==> src/rtl/mh_pkg.sv <==
package mh_pkg;

    // field and result widths
    localparam int FIELD_W         = 16;
    localparam int BYTE_W          = 8;
    localparam int HEAD_W          = 15;
    localparam int ANGLE_FRAC_BITS = 6;

    // cordic datapath
    localparam int CORDIC_STEPS = 24;
    localparam int STEP_W       = $clog2(CORDIC_STEPS);
    localparam int PRESCALE_SH  = 20;
    localparam int XY_W         = FIELD_W + PRESCALE_SH + 2;
    localparam int Z_W          = 35;
    localparam int ATAN_W       = 30;

    localparam logic signed [Z_W-1:0] PI_RAD30     = 35'sd3373259426;
    localparam logic signed [Z_W-1:0] TWO_PI_RAD30 = 35'sd6746518853;

    // radians to degrees, digit-serial multiply
    localparam int          DEG_W        = 30;
    localparam logic [DEG_W-1:0] DEG_PER_RAD_Q24 = 30'd961263669;
    localparam int          Z_DIG_W      = 4;
    localparam int          Z_DIGITS     = 9;
    localparam int          ZSH_W        = Z_DIG_W * Z_DIGITS;
    localparam int          MCNT_W       = $clog2(Z_DIGITS);
    localparam int          ACC_W        = 35;
    localparam int          PROD_SH      = 54 - ANGLE_FRAC_BITS;
    localparam int          RND_SH       = PROD_SH - ZSH_W;
    localparam int          UNITS_W      = 20;
    localparam logic [UNITS_W-1:0] TURN  = UNITS_W'(360) << ANGLE_FRAC_BITS;

    // request and result payloads
    typedef struct packed {
        logic              read_complete;
        logic [BYTE_W-1:0] x_high;
        logic [BYTE_W-1:0] x_low;
        logic [BYTE_W-1:0] z_high;
        logic [BYTE_W-1:0] z_low;
        logic [BYTE_W-1:0] y_high;
        logic [BYTE_W-1:0] y_low;
    } t_mh_req;

    typedef struct packed {
        logic                      heading_ok;
        logic [HEAD_W-1:0]         heading_deg;
        logic signed [FIELD_W-1:0] field_x;
        logic signed [FIELD_W-1:0] field_y;
        logic signed [FIELD_W-1:0] field_z;
    } t_mh_res;

    typedef enum logic [2:0] {
        S_IDLE,
        S_ROT,
        S_FOLD,
        S_MUL,
        S_ROUND,
        S_DONE
    } t_mh_state;

    // atan(2^-i) in radians scaled by 2^30
    function automatic logic [ATAN_W-1:0] atan_rad30(input logic [STEP_W-1:0] step);
        logic [ATAN_W-1:0] v;
        case (step)
            5'd0:    v = 30'h3243F6A8;
            5'd1:    v = 30'h1DAC6705;
            5'd2:    v = 30'h0FADBAFC;
            5'd3:    v = 30'h07F56EA6;
            5'd4:    v = 30'h03FEAB76;
            5'd5:    v = 30'h01FFD55B;
            5'd6:    v = 30'h00FFFAAA;
            5'd7:    v = 30'h007FFF55;
            5'd8:    v = 30'h003FFFEA;
            5'd9:    v = 30'h001FFFFD;
            5'd10:   v = 30'h000FFFFF;
            5'd11:   v = 30'h0007FFFF;
            5'd12:   v = 30'h0003FFFF;
            5'd13:   v = 30'h0001FFFF;
            5'd14:   v = 30'h0000FFFF;
            5'd15:   v = 30'h00007FFF;
            5'd16:   v = 30'h00003FFF;
            5'd17:   v = 30'h00001FFF;
            5'd18:   v = 30'h00000FFF;
            5'd19:   v = 30'h000007FF;
            5'd20:   v = 30'h000003FF;
            5'd21:   v = 30'h000001FF;
            5'd22:   v = 30'h000000FF;
            5'd23:   v = 30'h0000007F;
            default: v = '0;
        endcase
        return v;
    endfunction

endpackage

==> src/rtl/mh_req_if.sv <==
interface mh_req_if import mh_pkg::*; ();
    logic    valid;
    logic    ready;
    t_mh_req data;

    modport source (output valid, output data, input ready);
    modport sink   (input valid, input data, output ready);
endinterface

==> src/rtl/mh_res_if.sv <==
interface mh_res_if import mh_pkg::*; ();
    logic    valid;
    logic    ready;
    t_mh_res data;

    modport source (output valid, output data, input ready);
    modport sink   (input valid, input data, output ready);
endinterface

==> src/rtl/magnetometer_heading.sv <==
// Compass heading from one magnetometer burst read.
// i_req carries one request: the six raw bytes in device order and a
// read-complete flag. o_res returns one result per request: heading_ok,
// the heading in degrees with 6 fraction bits (0 up to just under 360),
// and the stored X, Y and Z field values.
// A complete read updates the stored fields and runs a 24-step CORDIC
// (one iteration per cycle), a fold into one turn, and a 4-bit-per-cycle
// serial multiply that turns radians into degrees, then rounds. A new
// request is taken only once the block is back in idle after the last
// result is loaded into the output register, so requests do not
// overlap. The time taken is set by the CORDIC iterations and the 9
// multiply digits. An incomplete read, or X and Y both zero, skips the
// arithmetic and goes straight to the final state to load its result.
// The block holds one request at a time; the result sits in an output
// register, so a request can be accepted while the last result waits.
// A stalled receiver holds the result and, once the next request is done,
// the block waits in its final state until the register is free.
// Reset (synchronous, active low) clears the stored fields to zero and
// empties the output register.
module magnetometer_heading import mh_pkg::*; (
    input  logic   i_clk,
    input  logic   i_rst_n,
    mh_req_if.sink   i_req,
    mh_res_if.source o_res
);

    t_mh_state r_state, n_state;

    logic signed [XY_W-1:0]    r_x, r_y;
    logic signed [Z_W-1:0]     r_z;
    logic [STEP_W-1:0]         r_step;
    logic [ZSH_W-1:0]          r_zsh;
    logic [ACC_W-1:0]          r_acc;
    logic [MCNT_W-1:0]         r_cnt;
    logic                      r_ok;
    logic [HEAD_W-1:0]         r_head;
    logic signed [FIELD_W-1:0] r_fx, r_fy, r_fz;
    logic                      r_ovalid;
    t_mh_res                   r_res;

    logic w_in_ready, w_in_fire, w_res_load, w_zero;
    logic signed [FIELD_W-1:0] w_fx, w_fy, w_fz;
    logic signed [XY_W-1:0]    w_x0, w_y0, w_xs, w_ys;
    logic signed [Z_W-1:0]     w_atan, w_z1, w_z2, w_z3;
    logic [ACC_W-1:0]          w_prod, w_accsum, w_rnd;
    logic [UNITS_W-1:0]        w_units, w_units_f;

    // shift right rounding toward zero
    function automatic logic signed [XY_W-1:0] shr_tz(
        input logic signed [XY_W-1:0] v,
        input logic [STEP_W-1:0]      s
    );
        logic [XY_W-1:0] mask;
        mask = ~({XY_W{1'b1}} << s);
        return v[XY_W-1] ? ((v + $signed(mask)) >>> s) : (v >>> s);
    endfunction

    // request unpacking
    always_comb begin
        w_fx   = $signed({i_req.data.x_high, i_req.data.x_low});
        w_fy   = $signed({i_req.data.y_high, i_req.data.y_low});
        w_fz   = $signed({i_req.data.z_high, i_req.data.z_low});
        w_zero = (w_fx == '0) && (w_fy == '0);
        w_x0   = {{(XY_W-FIELD_W){w_fx[FIELD_W-1]}}, w_fx};
        w_y0   = {{(XY_W-FIELD_W){w_fy[FIELD_W-1]}}, w_fy};
        if (w_fx[FIELD_W-1]) begin
            w_x0 = -w_x0;
            w_y0 = -w_y0;
        end
        w_x0 = w_x0 <<< PRESCALE_SH;
        w_y0 = w_y0 <<< PRESCALE_SH;
    end

    // cordic iteration terms
    always_comb begin
        w_xs   = shr_tz(r_x, r_step);
        w_ys   = shr_tz(r_y, r_step);
        w_atan = $signed({{(Z_W-ATAN_W){1'b0}}, atan_rad30(r_step)});
    end

    // fold angle into one turn
    always_comb begin
        w_z1 = (r_z < 0) ? (r_z + TWO_PI_RAD30) : r_z;
        w_z2 = (w_z1 < 0) ? '0 : w_z1;
        w_z3 = (w_z2 >= TWO_PI_RAD30) ? (w_z2 - TWO_PI_RAD30) : w_z2;
    end

    // serial multiply digit and final rounding
    always_comb begin
        w_prod    = ACC_W'(r_zsh[Z_DIG_W-1:0]) * ACC_W'(DEG_PER_RAD_Q24);
        w_accsum  = r_acc + w_prod;
        w_rnd     = (r_acc + (ACC_W'(1) << (RND_SH - 1))) >> RND_SH;
        w_units   = w_rnd[UNITS_W-1:0];
        w_units_f = (w_units >= TURN) ? (w_units - TURN) : w_units;
    end

    // next state
    always_comb begin
        n_state = r_state;
        unique case (r_state)
            S_IDLE: begin
                if (w_in_fire) begin
                    n_state = (!i_req.data.read_complete || w_zero) ? S_DONE : S_ROT;
                end
            end
            S_ROT: begin
                if (r_step == STEP_W'(CORDIC_STEPS - 1)) begin
                    n_state = S_FOLD;
                end
            end
            S_FOLD:  n_state = S_MUL;
            S_MUL: begin
                if (r_cnt == MCNT_W'(Z_DIGITS - 1)) begin
                    n_state = S_ROUND;
                end
            end
            S_ROUND: n_state = S_DONE;
            S_DONE: begin
                if (w_res_load) begin
                    n_state = S_IDLE;
                end
            end
            default: n_state = S_IDLE;
        endcase
    end

    // handshake outputs
    always_comb begin
        w_in_ready = (r_state == S_IDLE);
        w_in_fire  = w_in_ready && i_req.valid;
        w_res_load = (r_state == S_DONE) && (!r_ovalid || o_res.ready);
    end

    assign i_req.ready = w_in_ready;
    assign o_res.valid = r_ovalid;
    assign o_res.data  = r_res;

    // control state
    always_ff @(posedge i_clk) begin
        if (!i_rst_n) begin
            r_state  <= S_IDLE;
            r_ovalid <= 1'b0;
            r_fx     <= '0;
            r_fy     <= '0;
            r_fz     <= '0;
        end else begin
            r_state <= n_state;
            if (w_res_load) begin
                r_ovalid <= 1'b1;
            end else if (o_res.ready) begin
                r_ovalid <= 1'b0;
            end
            if (w_in_fire && i_req.data.read_complete) begin
                r_fx <= w_fx;
                r_fy <= w_fy;
                r_fz <= w_fz;
            end
        end
    end

    // datapath
    always_ff @(posedge i_clk) begin
        if (w_in_fire) begin
            r_ok   <= i_req.data.read_complete;
            r_head <= '0;
            r_x    <= w_x0;
            r_y    <= w_y0;
            r_z    <= w_fx[FIELD_W-1] ? PI_RAD30 : '0;
            r_step <= '0;
        end
        if (r_state == S_ROT) begin
            if (r_y > 0) begin
                r_x <= r_x + w_ys;
                r_y <= r_y - w_xs;
                r_z <= r_z + w_atan;
            end else begin
                r_x <= r_x - w_ys;
                r_y <= r_y + w_xs;
                r_z <= r_z - w_atan;
            end
            r_step <= r_step + STEP_W'(1);
        end
        if (r_state == S_FOLD) begin
            r_zsh <= ZSH_W'($unsigned(w_z3));
            r_acc <= '0;
            r_cnt <= '0;
        end
        if (r_state == S_MUL) begin
            r_acc <= w_accsum >> Z_DIG_W;
            r_zsh <= r_zsh >> Z_DIG_W;
            r_cnt <= r_cnt + MCNT_W'(1);
        end
        if (r_state == S_ROUND) begin
            r_head <= w_units_f[HEAD_W-1:0];
        end
        if (w_res_load) begin
            r_res.heading_ok  <= r_ok;
            r_res.heading_deg <= r_head;
            r_res.field_x     <= r_fx;
            r_res.field_y     <= r_fy;
            r_res.field_z     <= r_fz;
        end
    end

    // checks
    a_head_in_turn: assert property (@(posedge i_clk) disable iff (!i_rst_n)
        o_res.valid |-> (UNITS_W'(o_res.data.heading_deg) < TURN))
        else $error("heading beyond one turn");

    a_bad_read_zero: assert property (@(posedge i_clk) disable iff (!i_rst_n)
        (o_res.valid && !o_res.data.heading_ok) |-> (o_res.data.heading_deg == '0))
        else $error("incomplete read with nonzero heading");

    a_busy_after_req: assert property (@(posedge i_clk) disable iff (!i_rst_n)
        (i_req.valid && i_req.ready) |=> (r_state != S_IDLE))
        else $error("request accepted but block idle");

    a_fold_range: assert property (@(posedge i_clk) disable iff (!i_rst_n)
        (r_state == S_FOLD) |=> (r_zsh < ZSH_W'($unsigned(TWO_PI_RAD30))))
        else $error("folded angle out of range");

endmodule

==> src/flat_wrapper.sv <==
// flat-port wrapper written by rule: the top's interface ports become plain ports
module magnetometer_heading_flat import mh_pkg::*;
  (i_clk, i_rst_n, i_req_valid, i_req_data, i_req_ready, o_res_valid, o_res_data, o_res_ready);
  mh_req_if i_req_i ();
  mh_res_if o_res_i ();
  input  logic i_clk;
  input  logic i_rst_n;
  input wire logic [$bits(i_req_i.valid)-1:0] i_req_valid;
  input wire logic [$bits(i_req_i.data)-1:0] i_req_data;
  output wire logic [$bits(i_req_i.ready)-1:0] i_req_ready;
  output wire logic [$bits(o_res_i.valid)-1:0] o_res_valid;
  output wire logic [$bits(o_res_i.data)-1:0] o_res_data;
  input wire logic [$bits(o_res_i.ready)-1:0] o_res_ready;
  assign i_req_i.valid = i_req_valid;
  assign i_req_i.data = i_req_data;
  assign i_req_ready = i_req_i.ready;
  assign o_res_valid = o_res_i.valid;
  assign o_res_data = o_res_i.data;
  assign o_res_i.ready = o_res_ready;
  magnetometer_heading u_core (.i_clk(i_clk), .i_rst_n(i_rst_n), .i_req(i_req_i), .o_res(o_res_i));
endmodule
==> config.mk <==
export PLATFORM = sky130hd
export DESIGN_NAME = magnetometer_heading_flat
export DESIGN_NICKNAME = d
export VERILOG_FILES = /design/src/rtl/mh_pkg.sv /design/src/rtl/mh_req_if.sv /design/src/rtl/mh_res_if.sv /design/src/rtl/magnetometer_heading.sv /design/src/flat_wrapper.sv
export SDC_FILE = /design/constraint.sdc
export NUM_CORES = 2
export LEC_CHECK = 0
export BUFFER_PORTS_ARGS = -buffer_cell sky130_fd_sc_hd__buf_2
export CORE_MARGIN = 3
export CORE_UTILIZATION = 40
export DETAILED_ROUTE_END_ITERATION = 16
export PLACE_DENSITY_LB_ADDON = 0.08
export SYNTH_ARGS = -nofsm -noshare
export SYNTH_HDL_FRONTEND = slang
export SYNTH_SLANG_ARGS = --single-unit
export TNS_END_PERCENT = 20
==> constraint.sdc <==
create_clock -name i_clk -period 10.5 [get_ports i_clk]
set_input_delay 2.1 -clock i_clk [delete_from_list [all_inputs] [get_ports i_clk]]
set_output_delay 2.1 -clock i_clk [all_outputs]
set_load 0.01 [all_outputs]
==> reports/results.tsv <==
metric	value	unit
area fraction of the dominant cell type after synthesis	21.04	%
worst endpoint required time	11.00	ns
largest net degree at the start of global routing	73	
max capacitance violation total	0	
period utilization	95.82	%
Starting Density	40.64	%
hold wc startpoint	u_core.r_head[8]	
Crit path max-delay family	compound AO/OA/AOI/OAI gates	
WP buf/inv	1	
Via density	6.124	
die footprint	0.09753	mm²
CP arrival	10.56	ns
final core utilization	45.29	%
Hold Fails Final Rpt	0	
Seq cells post-synth	348	
initial DRC count	4080	
slowest stage delay, CP	1.07	ns
WHS Endpoint	u_core.o_res.data[56]	
WL final	144.7	mm
initial antenna violation count	6	
fin. max-slew vios	0	
Area Growth Syn to Fin	11.45	%
Synth Flop Type	edfxtp_1	
status	completed	
Post-CTS Setup Inserts	0	
count of yosys warnings during synthesis	0	
crit path time final	10.06	ns
Syn Area/Cell	7.978	µm²
Vias	37390	
die width	312.3	µm
GP Congestion	1.030	
CTS clk-pin slew, worst paths	0.07	ns
layout cells sized above 1	11.50	%
achievable clock frequency	0.09939	GHz
crit-path max FO	15	
Hold WS	0.4178	ns
Worst Hold Class	reg -> reg	
Clock Path Buffers	3	
vias in the first global route	34630	
htree depth	2	
synthesized area	0.03753	mm²
slowest cell on the critical path	o311ai_0	
CP Capture Type	register	
Post-Place Worst Slack	0.05816	ns
hold buffer count at cts	0	
Core Region	0.09236	mm²
WS Path Type	reg -> reg	
worst-margin pin slew	1.247	ns
largest cells by area after synthesis	edfxtp_1, ha_1, nand2_1, xnor2_1, nor2_1	
CTS buffer count	44	
# rows	111	
Final nets	5158	
Root Buffer	clkbuf_16	
dominant cell type by area after synthesis	edfxtp_1	
R2R cell count	31	
synth cell count leaders	nand2_1, nor2_1, a21oi_1	
worst reg-to-reg setup slack	0.44	ns
Post-DP HPWL	113.2	mm
first-pass GRT wire length	218.0	mm
startpoint types	register	
register area share after synthesis	25.58	%
Die Y	312.3	µm
routed len/inst	23.69	µm
Hold Path Depth	0	
EDFF count, synth	263	
syn nets	5037	
Slew HR	15.80	%
skew final	0.02077	ns
Async SR Flop Fraction	0	%
total track usage	28.63	%
RSZ-0062 raised after global routing	false	
Initial DRT Pass Iterations	7	
DRT antenna net count	0	
Final WS setup	0.4387	ns
Syn Inst Count	4704	
final setup fails	0	
Worst R2R End	u_core.r_y[37]	
setup TNS	0	ns
grt ovf	0	
CTS tree	done	
port bufs	118	
top-count cell post-synth	nand2_1	
IO Pins	119	
CTS Sinks	348	
DRC Markers	0	
synth unique cells	104	
Skew-Pair Late Insertion Delay	0.63	ns
r2r startpoint	u_core.r_step[2]	
repair_timing:
| item | 4_1_cts | 5_1_grt |
|---|---|---|
| gates resized for setup | 1 | 20 |
| pin swaps | 0 | 1 |
| setup endpoints to repair | 1 | 9 |
cells by family after synthesis:
family / synth area share, %
AND/OR/NAND/NOR: 21.96
XOR/XNOR: 8.051
adder cells (fa/ha/maj): 10.11
flip-flops: 25.58
buffers and inverters: 4.404
AO/OA/AOI/OAI: 25.52
multiplexers: 4.377
worst max path at each step:
stage                                start        endpoint  slack (ns)  cells past startpoint
final                     u_core.r_step[2]  u_core.r_y[37]        0.44                     31
after global routing      u_core.r_step[0]  u_core.r_y[37]       0.003                     39
after CTS                 u_core.r_step[0]  u_core.r_y[37]        0.26                     40
after detailed placement  u_core.r_step[0]  u_core.r_y[37]        0.06                     40
after global placement    u_core.r_step[0]  u_core.r_y[37]        0.04                     32
after floorplan           u_core.r_step[1]  u_core.r_y[37]        0.03                     46
sequential cells by signal (all words and copies together) (netlist names):
| register | cells |
|---|---|
| u_core.o_res.data | 64 |
| u_core.o_res.valid | 1 |
| u_core.r_acc | 31 |
| u_core.r_cnt | 4 |
| u_core.r_fx | 16 |
| u_core.r_fy | 16 |
| u_core.r_fz | 16 |
| u_core.r_head | 15 |
| u_core.r_ok | 1 |
| u_core.r_state | 3 |
| u_core.r_step | 5 |
| u_core.r_x | 38 |
| u_core.r_y | 38 |
| u_core.r_z | 35 |
| u_core.r_zsh | 35 |
| u_core.w_atan | 30 |
through the flow:
stage / area [µm²] / instances
floorplan: 37530 / 4704
global placement: 40290 / 6022
detailed placement: 40290 / 6022
CTS: 41740 / 6104
global route: 41820 / 6104
finish: 41830 / 6105
metal layers:
| layer | vias up | GRT usage (%) | share of wire (%) |
|---|---|---|---|
| met5 | - | 0 | 0.037 |
| met2 | 1585 | 42.31 | 42 |
| met4 | 8 | 9.897 | 3.5 |
| met3 | 248 | 5.371 | 8.7 |
| li1 | 17720 | - | - |
| met1 | 17830 | 41.57 | 46 |
cell type report:
class | count | area [µm²]
fillers | 9261 | 50530
well taps | 1243 | 1555
inverters | 189 | 713.2
clock buffers | 55 | 1184
diodes | 1 | 2.502
flip-flops and latches | 348 | 9599
multi-input cells | 3921 | 26390
repair buffers | 321 | 2115
clock inverters | 27 | 270.3
cells in the final DEF (no fill, tap or decap), types with 25 or more instances in the layout:
| cell | n |
|---|---|
| or3_1 | 50 |
| or2_2 | 32 |
| o21bai_1 | 37 |
| and3_1 | 60 |
| mux2i_1 | 73 |
| xor2_1 | 128 |
| o31ai_1 | 63 |
| nor4_1 | 37 |
| nand2b_1 | 39 |
| a21o_1 | 81 |
| clkbuf_16 | 45 |
| nand4_1 | 42 |
| ha_1 | 247 |
| nand3_1 | 127 |
| nor2b_1 | 44 |
| a31oi_1 | 70 |
| a211oi_1 | 72 |
| a21oi_1 | 353 |
| mux2_2 | 25 |
| nor3_1 | 138 |
| fa_1 | 32 |
| nand2_1 | 524 |
| mux4_2 | 28 |
| edfxtp_1 | 263 |
| buf_4 | 203 |
| buf_2 | 118 |
| xnor2_1 | 217 |
| o211ai_1 | 37 |
| inv_1 | 181 |
| o21ai_0 | 245 |
| dfxtp_1 | 85 |
| nor2_1 | 497 |
| a21boi_0 | 68 |
| and2_1 | 55 |
| o21a_1 | 33 |
Power is left out: the tool's default activity adds up to more than one toggle a clock period on the data nets, which glitch-free logic cannot reach.
